<file path="config.mk">
export PLATFORM = sky130hd
export DESIGN_NAME = rle_sprite_clipped_blitter
export DESIGN_NICKNAME = d
export VERILOG_FILES = /design/src/rtl/blt_pkg.sv /design/src/rtl/blt_fifo.sv /design/src/rtl/blt_div.sv /design/src/rtl/blt_back.sv /design/src/rtl/rle_sprite_clipped_blitter.sv
export SDC_FILE = /design/constraint.sdc
export NUM_CORES = 2
export LEC_CHECK = 0
export ABC_CLOCK_PERIOD_IN_PS = 8400
export BUFFER_PORTS_ARGS = -buffer_cell sky130_fd_sc_hd__buf_2
export CORE_ASPECT_RATIO = 1.1
export CORE_MARGIN = 10
export CORE_UTILIZATION = 63
export DETAILED_ROUTE_END_ITERATION = 12
export PLACE_DENSITY = 0.88
export SLEW_MARGIN = 10
export SYNTH_ARGS = -nofsm -noshare
export SYNTH_HDL_FRONTEND = slang
export SYNTH_HIERARCHICAL = 1
export SYNTH_SLANG_ARGS = --single-unit
</file>
<file path="constraint.sdc">
create_clock -name clk_i -period 8.4 [get_ports clk_i]
set_input_delay 0 -clock clk_i [delete_from_list [all_inputs] [get_ports clk_i]]
set_output_delay 0 -clock clk_i [all_outputs]
set_load 0.03 [all_outputs]
</file>
<file path="src/rtl/blt_pkg.sv">
package blt_pkg;

  localparam int unsigned MaxSpriteWidth  = 1024;
  localparam int unsigned MaxCanvasDim    = 4096;
  localparam int unsigned InDepthDefault  = 4;
  localparam int unsigned OutDepthDefault = 2;

  localparam int unsigned OpW     = 1;
  localparam int unsigned CoordW  = 13;
  localparam int unsigned LenW    = 11;
  localparam int unsigned CanvasW = 13;
  localparam int unsigned StrideW = 15;
  localparam int unsigned RowW    = 17;
  localparam int unsigned RunW    = 16;
  localparam int unsigned AddrW   = 26;
  localparam int unsigned PixW    = 32;
  localparam int unsigned ChanW   = 8;
  localparam int unsigned CfgIdxW = 2;

  localparam logic [CfgIdxW-1:0] CfgCanvasWidth  = 2'd0;
  localparam logic [CfgIdxW-1:0] CfgCanvasHeight = 2'd1;
  localparam logic [CfgIdxW-1:0] CfgRowStride    = 2'd2;

  localparam logic [CanvasW-1:0] CanvasWidthReset  = 13'd640;
  localparam logic [CanvasW-1:0] CanvasHeightReset = 13'd480;
  localparam logic [StrideW-1:0] RowStrideReset    = 15'd2560;

  localparam logic [OpW-1:0] OpBegin  = 1'b0;
  localparam logic [OpW-1:0] OpStream = 1'b1;

  typedef struct packed {
    logic [OpW-1:0]    op;
    logic [PixW-1:0]   data_word;
    logic              last_word;
    logic [CoordW-1:0] pos_x;
    logic [CoordW-1:0] pos_y;
    logic [LenW-1:0]   sprite_width;
    logic [LenW-1:0]   clip_width;
    logic [LenW-1:0]   clip_height;
    logic              font_mode;
  } item_t;

  typedef struct packed {
    logic [AddrW-1:0] addr;
    logic [PixW-1:0]  pixel;
  } result_t;

  typedef struct packed {
    logic [CanvasW-1:0] canvas_width;
    logic [CanvasW-1:0] canvas_height;
    logic [StrideW-1:0] row_stride;
  } cfg_t;

  typedef struct packed {
    logic            start;
    logic [RowW-1:0] dividend;
    logic [LenW-1:0] divisor;
  } div_req_t;

  typedef struct packed {
    logic            done;
    logic [RowW-1:0] quot;
    logic [LenW-1:0] rem;
  } div_rsp_t;

  typedef enum logic {
    BackIdle,
    BackDivide
  } back_state_e;

endpackage

</file>
<file path="src/rtl/blt_fifo.sv">
module blt_fifo #(
  parameter int unsigned Width = 8,
  parameter int unsigned Depth = 2
) (
  input  logic             clk_i,
  input  logic             rst_ni,
  input  logic             push_i,
  input  logic [Width-1:0] data_i,
  output logic             full_o,
  input  logic             pop_i,
  output logic [Width-1:0] data_o,
  output logic             empty_o
);

  localparam int unsigned PtrW = $clog2(Depth);

  logic [Width-1:0] mem_q [Depth];
  logic [PtrW-1:0]  wr_ptr_q, wr_ptr_d, rd_ptr_q, rd_ptr_d;
  logic [PtrW:0]    count_q, count_d;
  logic             do_push, do_pop;

  assign full_o  = (count_q == (PtrW+1)'(Depth));
  assign empty_o = (count_q == '0);
  assign do_push = push_i && !full_o;
  assign do_pop  = pop_i && !empty_o;
  assign data_o  = mem_q[rd_ptr_q];

  always_comb begin
    wr_ptr_d = wr_ptr_q;
    rd_ptr_d = rd_ptr_q;
    count_d  = count_q;
    if (do_push) begin
      wr_ptr_d = (wr_ptr_q == PtrW'(Depth - 1)) ? '0 : wr_ptr_q + 1'b1;
    end
    if (do_pop) begin
      rd_ptr_d = (rd_ptr_q == PtrW'(Depth - 1)) ? '0 : rd_ptr_q + 1'b1;
    end
    if (do_push && !do_pop) begin
      count_d = count_q + 1'b1;
    end else if (do_pop && !do_push) begin
      count_d = count_q - 1'b1;
    end
  end

  always_ff @(posedge clk_i or negedge rst_ni) begin
    if (!rst_ni) begin
      wr_ptr_q <= '0;
      rd_ptr_q <= '0;
      count_q  <= '0;
    end else begin
      wr_ptr_q <= wr_ptr_d;
      rd_ptr_q <= rd_ptr_d;
      count_q  <= count_d;
    end
  end

  always_ff @(posedge clk_i) begin
    if (do_push) begin
      mem_q[wr_ptr_q] <= data_i;
    end
  end

endmodule

</file>
<file path="src/rtl/blt_div.sv">
module blt_div import blt_pkg::*; (
  input  logic     clk_i,
  input  logic     rst_ni,
  input  div_req_t req_i,
  output div_rsp_t rsp_o
);

  localparam int unsigned CntW = $clog2(RowW);

  logic            busy_q, busy_d;
  logic            done_q, done_d;
  logic [CntW-1:0] cnt_q, cnt_d;
  logic [RowW-1:0] quot_q, quot_d;
  logic [LenW-1:0] rem_q, rem_d;
  logic [LenW-1:0] div_q, div_d;
  logic [LenW:0]   trial;
  logic            fits;

  // Shift the next dividend bit into the partial remainder.
  assign trial = {rem_q, quot_q[RowW-1]};
  assign fits  = (trial >= {1'b0, div_q});

  always_comb begin
    busy_d = busy_q;
    done_d = 1'b0;
    cnt_d  = cnt_q;
    quot_d = quot_q;
    rem_d  = rem_q;
    div_d  = div_q;
    if (req_i.start) begin
      busy_d = 1'b1;
      cnt_d  = CntW'(RowW - 1);
      quot_d = req_i.dividend;
      rem_d  = '0;
      div_d  = req_i.divisor;
    end else if (busy_q) begin
      rem_d  = fits ? LenW'(trial - {1'b0, div_q}) : trial[LenW-1:0];
      quot_d = {quot_q[RowW-2:0], fits};
      if (cnt_q == '0) begin
        busy_d = 1'b0;
        done_d = 1'b1;
      end else begin
        cnt_d = cnt_q - 1'b1;
      end
    end
  end

  always_ff @(posedge clk_i or negedge rst_ni) begin
    if (!rst_ni) begin
      busy_q <= 1'b0;
      done_q <= 1'b0;
      cnt_q  <= '0;
    end else begin
      busy_q <= busy_d;
      done_q <= done_d;
      cnt_q  <= cnt_d;
    end
  end

  always_ff @(posedge clk_i) begin
    quot_q <= quot_d;
    rem_q  <= rem_d;
    div_q  <= div_d;
  end

  assign rsp_o.done = done_q;
  assign rsp_o.quot = quot_q;
  assign rsp_o.rem  = rem_q;

endmodule

</file>
<file path="src/rtl/blt_back.sv">
module blt_back import blt_pkg::*; (
  input  logic     clk_i,
  input  logic     rst_ni,
  input  cfg_t     cfg_i,
  input  item_t    item_i,
  input  logic     item_empty_i,
  output logic     item_pop_o,
  input  logic     res_full_i,
  output logic     res_push_o,
  output result_t  res_o,
  output div_req_t div_req_o,
  input  div_rsp_t div_rsp_i
);

  localparam logic [RowW-1:0] RowMax = '1;

  function automatic logic [PixW-1:0] shade(input logic [PixW-1:0] key,
                                            input logic [PixW-1:0] font);
    logic [PixW-1:0]    res;
    logic [2*ChanW-1:0] prod;
    res = font;
    for (int c = 0; c < 3; c++) begin
      prod = (2*ChanW)'(key[c*ChanW +: ChanW]) * (2*ChanW)'(font[c*ChanW +: ChanW]);
      res[c*ChanW +: ChanW] = prod[2*ChanW-1:ChanW];
    end
    return res;
  endfunction

  function automatic logic [StrideW-1:0] clamp_dim(input logic [CanvasW-1:0] v);
    if (32'(v) > MaxCanvasDim) begin
      return StrideW'(MaxCanvasDim);
    end
    return StrideW'(v);
  endfunction

  back_state_e       state_q, state_d;
  logic [CoordW-1:0] origin_x_q, origin_x_d, origin_y_q, origin_y_d;
  logic [LenW-1:0]   row_length_q, row_length_d;
  logic [LenW-1:0]   clip_columns_q, clip_columns_d, clip_rows_q, clip_rows_d;
  logic              tint_mode_q, tint_mode_d;
  logic [PixW-1:0]   font_colour_q, font_colour_d;
  logic [LenW-1:0]   col_q, col_d;
  logic [RowW-1:0]   row_q, row_d;
  logic [RunW-1:0]   run_left_q, run_left_d;
  logic              stopped_q, stopped_d;

  logic [LenW-1:0]   begin_len;
  logic [CoordW:0]   tx;
  logic [RowW+1:0]   ty;
  logic [StrideW-1:0] cw, ch;
  logic              pix_stop, pix_draw;
  logic [27:0]       row_bytes;
  logic [27:0]       addr_full;
  logic [RowW:0]     row_sum;
  logic [LenW-1:0]   col_next;

  always_comb begin
    begin_len = item_i.sprite_width;
    if (begin_len == '0) begin
      begin_len = LenW'(1);
    end
    if (32'(begin_len) > MaxSpriteWidth) begin
      begin_len = LenW'(MaxSpriteWidth);
    end
  end

  // Canvas position of the current sprite pixel, sign kept in the top bit.
  assign tx = {origin_x_q[CoordW-1], origin_x_q} + {3'b000, col_q};
  assign ty = {{(RowW+2-CoordW){origin_y_q[CoordW-1]}}, origin_y_q} + {2'b00, row_q};
  assign cw = clamp_dim(cfg_i.canvas_width);
  assign ch = clamp_dim(cfg_i.canvas_height);

  assign pix_stop = (!ty[RowW+1] && (ty[RowW:0] >= (RowW+1)'(ch)))
                 || (row_q >= RowW'(clip_rows_q));
  assign pix_draw = !ty[RowW+1] && !tx[CoordW]
                 && ({2'b00, tx[CoordW-1:0]} < cw)
                 && (col_q < clip_columns_q);

  assign row_bytes = 28'(ty[CanvasW-1:0]) * 28'(cfg_i.row_stride);
  assign addr_full = row_bytes + 28'({tx[CoordW-1:0], 2'b00});

  assign res_o.addr  = addr_full[AddrW-1:0];
  assign res_o.pixel = tint_mode_q ? shade(item_i.data_word, font_colour_q)
                                   : item_i.data_word;

  assign row_sum  = {1'b0, row_q} + {1'b0, div_rsp_i.quot};
  assign col_next = col_q + 1'b1;

  always_comb begin
    state_d        = state_q;
    origin_x_d     = origin_x_q;
    origin_y_d     = origin_y_q;
    row_length_d   = row_length_q;
    clip_columns_d = clip_columns_q;
    clip_rows_d    = clip_rows_q;
    tint_mode_d    = tint_mode_q;
    font_colour_d  = font_colour_q;
    col_d          = col_q;
    row_d          = row_q;
    run_left_d     = run_left_q;
    stopped_d      = stopped_q;
    item_pop_o     = 1'b0;
    res_push_o     = 1'b0;
    div_req_o.start    = 1'b0;
    div_req_o.dividend = RowW'(col_q) + RowW'(item_i.data_word[RunW-1:0]);
    div_req_o.divisor  = row_length_q;

    unique case (state_q)
      BackIdle: begin
        if (!item_empty_i) begin
          if (item_i.op == OpBegin) begin
            item_pop_o     = 1'b1;
            origin_x_d     = item_i.pos_x;
            origin_y_d     = item_i.pos_y;
            row_length_d   = begin_len;
            clip_columns_d = item_i.clip_width;
            clip_rows_d    = item_i.clip_height;
            tint_mode_d    = item_i.font_mode;
            font_colour_d  = item_i.data_word;
            col_d          = '0;
            row_d          = '0;
            run_left_d     = '0;
            stopped_d      = 1'b0;
          end else if (stopped_q) begin
            // drop stream words until the next begin
            item_pop_o = 1'b1;
          end else if (run_left_q == '0) begin
            // header: fold the skip into column and row
            item_pop_o      = 1'b1;
            div_req_o.start = 1'b1;
            run_left_d      = item_i.data_word[PixW-1:RunW];
            stopped_d       = item_i.last_word;
            state_d         = BackDivide;
          end else if (!res_full_i) begin
            item_pop_o = 1'b1;
            if (pix_stop) begin
              stopped_d = 1'b1;
            end else begin
              res_push_o = pix_draw;
              run_left_d = run_left_q - 1'b1;
              if (col_next == row_length_q) begin
                col_d = '0;
                row_d = (row_q == RowMax) ? RowMax : row_q + 1'b1;
              end else begin
                col_d = col_next;
              end
            end
            if (item_i.last_word) begin
              stopped_d = 1'b1;
            end
          end
        end
      end
      BackDivide: begin
        if (div_rsp_i.done) begin
          col_d   = div_rsp_i.rem;
          row_d   = row_sum[RowW] ? RowMax : row_sum[RowW-1:0];
          state_d = BackIdle;
        end
      end
      default: state_d = BackIdle;
    endcase
  end

  always_ff @(posedge clk_i or negedge rst_ni) begin
    if (!rst_ni) begin
      state_q        <= BackIdle;
      origin_x_q     <= '0;
      origin_y_q     <= '0;
      row_length_q   <= LenW'(1);
      clip_columns_q <= LenW'(1);
      clip_rows_q    <= LenW'(1);
      tint_mode_q    <= 1'b0;
      font_colour_q  <= '0;
      col_q          <= '0;
      row_q          <= '0;
      run_left_q     <= '0;
      stopped_q      <= 1'b0;
    end else begin
      state_q        <= state_d;
      origin_x_q     <= origin_x_d;
      origin_y_q     <= origin_y_d;
      row_length_q   <= row_length_d;
      clip_columns_q <= clip_columns_d;
      clip_rows_q    <= clip_rows_d;
      tint_mode_q    <= tint_mode_d;
      font_colour_q  <= font_colour_d;
      col_q          <= col_d;
      row_q          <= row_d;
      run_left_q     <= run_left_d;
      stopped_q      <= stopped_d;
    end
  end

endmodule

</file>
<file path="src/rtl/rle_sprite_clipped_blitter.sv">
// Channel   Direction  Handshake           Payload
// input     in         push / full         op, data_word, last_word, pos_x/y, sizes, font_mode
// result    out        empty / pop         write_address, pixel_value
// config    in         cfg_we_i            cfg_index_i, cfg_data_i
//
// Begin items and pixel words are taken straight from the idle state; a header word
// waits in BackDivide for the bit-serial divider that splits the skip into column and row.
// A drawn pixel reaches the result queue in the cycle after acceptance at the earliest.
// Reset empties both queues, rewinds the sprite state and loads 640 x 480, stride 2560.
// full rises when the input queue holds InDepth items; a pixel word waits in the
// input queue until the result queue has room.
module rle_sprite_clipped_blitter import blt_pkg::*; #(
  parameter int unsigned InDepth  = InDepthDefault,
  parameter int unsigned OutDepth = OutDepthDefault
) (
  input  logic               clk_i,
  input  logic               rst_ni,
  input  logic               push,
  output logic               full,
  input  logic [OpW-1:0]     op_i,
  input  logic [PixW-1:0]    data_word_i,
  input  logic               last_word_i,
  input  logic [CoordW-1:0]  pos_x_i,
  input  logic [CoordW-1:0]  pos_y_i,
  input  logic [LenW-1:0]    sprite_width_i,
  input  logic [LenW-1:0]    clip_width_i,
  input  logic [LenW-1:0]    clip_height_i,
  input  logic               font_mode_i,
  output logic               empty,
  input  logic               pop,
  output logic [AddrW-1:0]   write_address_o,
  output logic [PixW-1:0]    pixel_value_o,
  input  logic               cfg_we_i,
  input  logic [CfgIdxW-1:0] cfg_index_i,
  input  logic [StrideW-1:0] cfg_data_i
);

  localparam int unsigned ItemW = $bits(item_t);
  localparam int unsigned ResW  = $bits(result_t);

  cfg_t     cfg_q;
  item_t    in_item, q_item;
  logic     q_empty, q_pop;
  result_t  back_res, out_res;
  logic     res_full, res_push;
  div_req_t div_req;
  div_rsp_t div_rsp;

  always_ff @(posedge clk_i or negedge rst_ni) begin
    if (!rst_ni) begin
      cfg_q.canvas_width  <= CanvasWidthReset;
      cfg_q.canvas_height <= CanvasHeightReset;
      cfg_q.row_stride    <= RowStrideReset;
    end else if (cfg_we_i) begin
      unique case (cfg_index_i)
        CfgCanvasWidth:  cfg_q.canvas_width  <= cfg_data_i[CanvasW-1:0];
        CfgCanvasHeight: cfg_q.canvas_height <= cfg_data_i[CanvasW-1:0];
        CfgRowStride:    cfg_q.row_stride    <= cfg_data_i;
        default: ;
      endcase
    end
  end

  assign in_item.op           = op_i;
  assign in_item.data_word    = data_word_i;
  assign in_item.last_word    = last_word_i;
  assign in_item.pos_x        = pos_x_i;
  assign in_item.pos_y        = pos_y_i;
  assign in_item.sprite_width = sprite_width_i;
  assign in_item.clip_width   = clip_width_i;
  assign in_item.clip_height  = clip_height_i;
  assign in_item.font_mode    = font_mode_i;

  blt_fifo #(
    .Width(ItemW),
    .Depth(InDepth)
  ) u_in_fifo (
    .clk_i,
    .rst_ni,
    .push_i (push),
    .data_i (in_item),
    .full_o (full),
    .pop_i  (q_pop),
    .data_o (q_item),
    .empty_o(q_empty)
  );

  blt_back u_back (
    .clk_i,
    .rst_ni,
    .cfg_i       (cfg_q),
    .item_i      (q_item),
    .item_empty_i(q_empty),
    .item_pop_o  (q_pop),
    .res_full_i  (res_full),
    .res_push_o  (res_push),
    .res_o       (back_res),
    .div_req_o   (div_req),
    .div_rsp_i   (div_rsp)
  );

  blt_div u_div (
    .clk_i,
    .rst_ni,
    .req_i(div_req),
    .rsp_o(div_rsp)
  );

  blt_fifo #(
    .Width(ResW),
    .Depth(OutDepth)
  ) u_out_fifo (
    .clk_i,
    .rst_ni,
    .push_i (res_push),
    .data_i (back_res),
    .full_o (res_full),
    .pop_i  (pop),
    .data_o (out_res),
    .empty_o(empty)
  );

  assign write_address_o = out_res.addr;
  assign pixel_value_o   = out_res.pixel;

endmodule

</file>
==> out/metrics.csv <==
stage,metric,value,unit
die,Core Footprint,71700,sq um
final_layout,layout cells sized above 1,0.152,
status,status,"complete, but fails checks",
yosys,predominant post-synthesis flop cell,sky130_fd_sc_hd__edfxtp_1,
clock_network,Clock Path Buffers,3,
clock_network,clock sink count,728,
global_route,gr usage total,0.270,
yosys,#FFs+latches synth,728,
critical_path,crit-path most repeated cell,sky130_fd_sc_hd__fa_1,
critical_path,category of the critical setup timing path,flip-flop to flip-flop,
global_route,vias in the first global route,32632,
critical_path,Worst EP required,8.78,ns
sta,worst-case headroom to the max-slew limit,0.199,
yosys,post-synthesis cell type with the largest combined area,sky130_fd_sc_hd__edfxtp_1,
global_route,global-route wire length before repair,179000,um
final_layout,area taken by flip-flops and latches,20800,sq um
routing,Detailed Route Iter0 Violations,3157,
yosys,share of the synthesized area in the top cell type,0.343,
critical_path,critical path launch point type,flip-flop,
critical_path,element type at the critical path end,flip-flop,
sta,Final Hold Fails,7,
routing,count of nets left with antenna violations after detail routing,0,
place,global placement routability congestion,0.954,
yosys,Post-Syn Instances,3810,
critical_path,crit path DAT,8.54,ns
die,Chip Height,302,um
clock_network,clock network latency to the later pin of the worst-skew pair,0.65,ns
sta,Hold WS,-0.0278,ns
final_layout,"Area growth, synth to finish",11.6,%
die,Starting Density,0.635,
clock_network,clock transition at the register clock pins on the worst setup and hold paths after CTS,0.06,ns
routing,detail-routed via count per cell,6.18,
die,die width,276,um
die,area of the die,83400,sq um
routing,routed wire length per instance,22.4,um
clock_network,clock tree from TritonCTS,done,
yosys,syn avg cell area,11.9,sq um
run,number of max-cap violations,0,
critical_path,cell with the biggest individual delay on the critical path,sky130_fd_sc_hd__fa_1,
place,placed wire-length estimate after detailed placement,77800,um
die,Row Count,103,
yosys,sequential fraction of the synthesis area,0.456,
sta,maximum operating frequency,122,MHz
routing,first-pass detailed-route iteration total,9,
global_route,overflow left after global routing,0,
min_path,worst min-delay path class,primary input to async pin,
final_layout,area used by multi-input combinational logic,22600,sq um
sta,number of pins with negative max-slew slack in the final report,0,
yosys,warnings from Yosys,6,
yosys,top-count cell post-synth,sky130_fd_sc_hd__nand2_1,
yosys,Synthesized Nets,4493,
sta,final critical-path required period,8.17,ns
routing,drc violations,0,
clock_network,TritonCTS buffer count,73,
die,number of ports placed on the die boundary,176,
yosys,"Cell Area, Synth",45500,sq um
sta,post-route clock period utilization,0.972,
sta,Setup TNS Final,0,ns
status,failing checks,negative hold slack,
global_route,initial antenna violation count,4,
yosys,asr flop ratio synth,0.271,
yosys,number of flops mapped to enable cells by yosys,520,
final_layout,count of fill cells added during filler insertion,4618,
sta,final setup vio count,0,
sta,transition time at the pin with the least slew margin,1.19,ns
place,number of cells after detailed placement,4810,
routing,DRT Wirelength,113000,um
final_layout,Layout Nets,4739,
clock_network,Root Driver,sky130_fd_sc_hd__clkbuf_16,
place,number of buffers inserted by port buffering,175,
critical_path,critical-path maximum fanout,14,
critical_path,"CP delay by family, top",adder cells,
final_layout,filler-free cell count of the finished design,5063,
place,Post-Place Cell Area,47100,sq um
critical_path,delay contributed by the slowest stage of the critical path,0.55,ns
routing,Via Count,31294,
sta,worst-case clock skew,0.0269,ns
yosys,biggest area contributors in the synthesized netlist,"sky130_fd_sc_hd__edfxtp_1, sky130_fd_sc_hd__fa_1, sky130_fd_sc_hd__dfrtp_1, sky130_fd_sc_hd__ha_1, sky130_fd_sc_hd__nand2_1",
yosys,library cells used by synthesis,97,
critical_path,CP bufs+invs,4,
clock_network,depth of the CTS H-tree,3,
yosys,most numerous cell types in the synthesized netlist,"sky130_fd_sc_hd__nand2_1, sky130_fd_sc_hd__edfxtp_1, sky130_fd_sc_hd__inv_1, sky130_fd_sc_hd__ha_1, sky130_fd_sc_hd__fa_1",
global_route,maximum number of pins on one net before global-route repair,88,
final_layout,post-layout instance area,50800,sq um
[path summary, 6_finish.rpt]
path	startpoint	to	depth (start not counted)	slack [ns]
worst max-delay path	u_back/row_q[0]	u_out_fifo/mem_q[0][56]	27	0.23
worst max register to register	u_back/row_q[0]	u_out_fifo/mem_q[0][56]	27	0.23
min in group clk_i	cfg_we_i	cfg_q[7]	3	0.09
max in group asynchronous	rst_ni	cfg_q[14]	4	6.35
worst min register to register	u_out_fifo/rd_ptr_q	u_out_fifo/rd_ptr_q	1	0.46
worst min-delay path	rst_ni	u_back/font_colour_q[20]	2	-0.03
[stage by stage]
| step | worst slack, ns | util |
|---|---|---|
| after detailed placement | 0.168 | 0.658 |
| after global placement | 0.489 | 0.658 |
| final | 0.232 | 0.709 |
| after global routing | -0.0111 | 0.709 |
| after floorplan | 0.691 | - |
| after CTS | 0.0234 | 0.709 |
[worst register-to-register path, stage by stage (launching register included)]
cell and delay (ns):
sky130_fd_sc_hd__dfrtp_2 0.45, sky130_fd_sc_hd__ha_2 0.26, sky130_fd_sc_hd__inv_1 0.07, sky130_fd_sc_hd__fa_1 0.48, sky130_fd_sc_hd__nand2b_1 0.20, sky130_fd_sc_hd__a21oi_2 0.24, sky130_fd_sc_hd__o2111ai_1 0.19, sky130_fd_sc_hd__nand3_1 0.14
sky130_fd_sc_hd__xor2_1 0.29, sky130_fd_sc_hd__buf_6 0.21, sky130_fd_sc_hd__and2_1 0.17, sky130_fd_sc_hd__fa_1 0.44, sky130_fd_sc_hd__fa_1 0.53, sky130_fd_sc_hd__fa_1 0.52, sky130_fd_sc_hd__fa_1 0.53, sky130_fd_sc_hd__fa_1 0.55
sky130_fd_sc_hd__inv_1 0.05, sky130_fd_sc_hd__fa_1 0.52, sky130_fd_sc_hd__inv_1 0.04, sky130_fd_sc_hd__ha_1 0.24, sky130_fd_sc_hd__or3_1 0.37, sky130_fd_sc_hd__a311o_1 0.29, sky130_fd_sc_hd__a31oi_2 0.25, sky130_fd_sc_hd__o21bai_1 0.17
sky130_fd_sc_hd__a211oi_1 0.30, sky130_fd_sc_hd__o21bai_1 0.12, sky130_fd_sc_hd__a21oi_1 0.20, sky130_fd_sc_hd__xnor2_1 0.11
[kinds of logic after synthesis]
group / after synthesis / share of synthesized area
flops: 728 / 0.456
fa+ha+maj: 568 / 0.200
simple gates: 1077 / 0.111
xor+xnor: 131 / 0.0252
buf+inv: 552 / 0.0496
mux: 248 / 0.0852
compound gates: 506 / 0.0726
[flip-flops by register name (all words and copies together) (netlist names), 2 cells and up]
register and cells:
u_div/div_q 11, u_back/font_colour_q 32, cfg_q 41, u_div/rem_q 11, u_back/row_length_q 11, u_div/cnt_q 5
u_back/origin_x_q 13, u_in_fifo/mem_q 376, u_back/run_left_q 16, u_in_fifo/count_q 3, u_back/origin_y_q 13, u_in_fifo/wr_ptr_q 2
u_back/clip_rows_q 11, u_out_fifo/mem_q 116, u_div/quot_q 17, u_out_fifo/count_q 2, u_back/clip_columns_q 11, u_back/col_q 11
u_in_fifo/rd_ptr_q 2, u_back/row_q 17
[routing by layer]
layer / share of wire / global-route usage / up-vias
met4: 0.052 / 0.143 / 4
met3: 0.078 / 0.0450 / 393
li1: - / - / 13789
met1: 0.37 / 0.327 / 15477
met2: 0.50 / 0.462 / 1631
met5: 0.00019 / 0 / -
[final cells by class]
| type | instances | share of cell area |
|---|---|---|
| tap | 945 | 0.0233 |
| sequential | 728 | 0.409 |
| clock inverter | 37 | 0.00884 |
| clock buffer | 98 | 0.0404 |
| timing repair buffer | 322 | 0.0449 |
| multi-input combinational | 2530 | 0.444 |
| antenna | 2 | 0.0000985 |
| inverter | 401 | 0.0296 |
[layout by cell type (no fill, tap or decap), types with 18 or more instances in the layout]
cell,instances
sky130_fd_sc_hd__xor2_1,41
sky130_fd_sc_hd__nor2b_1,23
sky130_fd_sc_hd__o21ai_0,152
sky130_fd_sc_hd__nand2b_1,25
sky130_fd_sc_hd__edfxtp_1,520
sky130_fd_sc_hd__nand2_1,564
sky130_fd_sc_hd__fa_1,264
sky130_fd_sc_hd__inv_1,399
sky130_fd_sc_hd__o31ai_1,19
sky130_fd_sc_hd__buf_2,174
sky130_fd_sc_hd__dfrtp_1,182
sky130_fd_sc_hd__clkbuf_16,77
sky130_fd_sc_hd__a31oi_1,24
sky130_fd_sc_hd__dlygate4sd3_1,114
sky130_fd_sc_hd__a211oi_1,21
sky130_fd_sc_hd__a21o_1,45
sky130_fd_sc_hd__mux2_2,136
sky130_fd_sc_hd__xnor2_1,90
sky130_fd_sc_hd__a21oi_1,98
sky130_fd_sc_hd__o211ai_1,21
sky130_fd_sc_hd__nand4_1,21
sky130_fd_sc_hd__and2_1,166
sky130_fd_sc_hd__mux4_2,94
sky130_fd_sc_hd__nand3_1,41
sky130_fd_sc_hd__buf_4,31
sky130_fd_sc_hd__and3_1,18
sky130_fd_sc_hd__nor3_1,37
sky130_fd_sc_hd__ha_1,302
sky130_fd_sc_hd__nor2_1,101
sky130_fd_sc_hd__nor4_1,19
[timing repair]
action	CTS	global route
endpoints found under the setup margin	0	10
hold buffers	114	0
buffers inserted	0	2
resized for setup	0	8
endpoints found under the hold margin	532	0
Power is left out: the tool's default activity adds up to more than one toggle a clock period on the data nets, which glitch-free logic cannot reach.
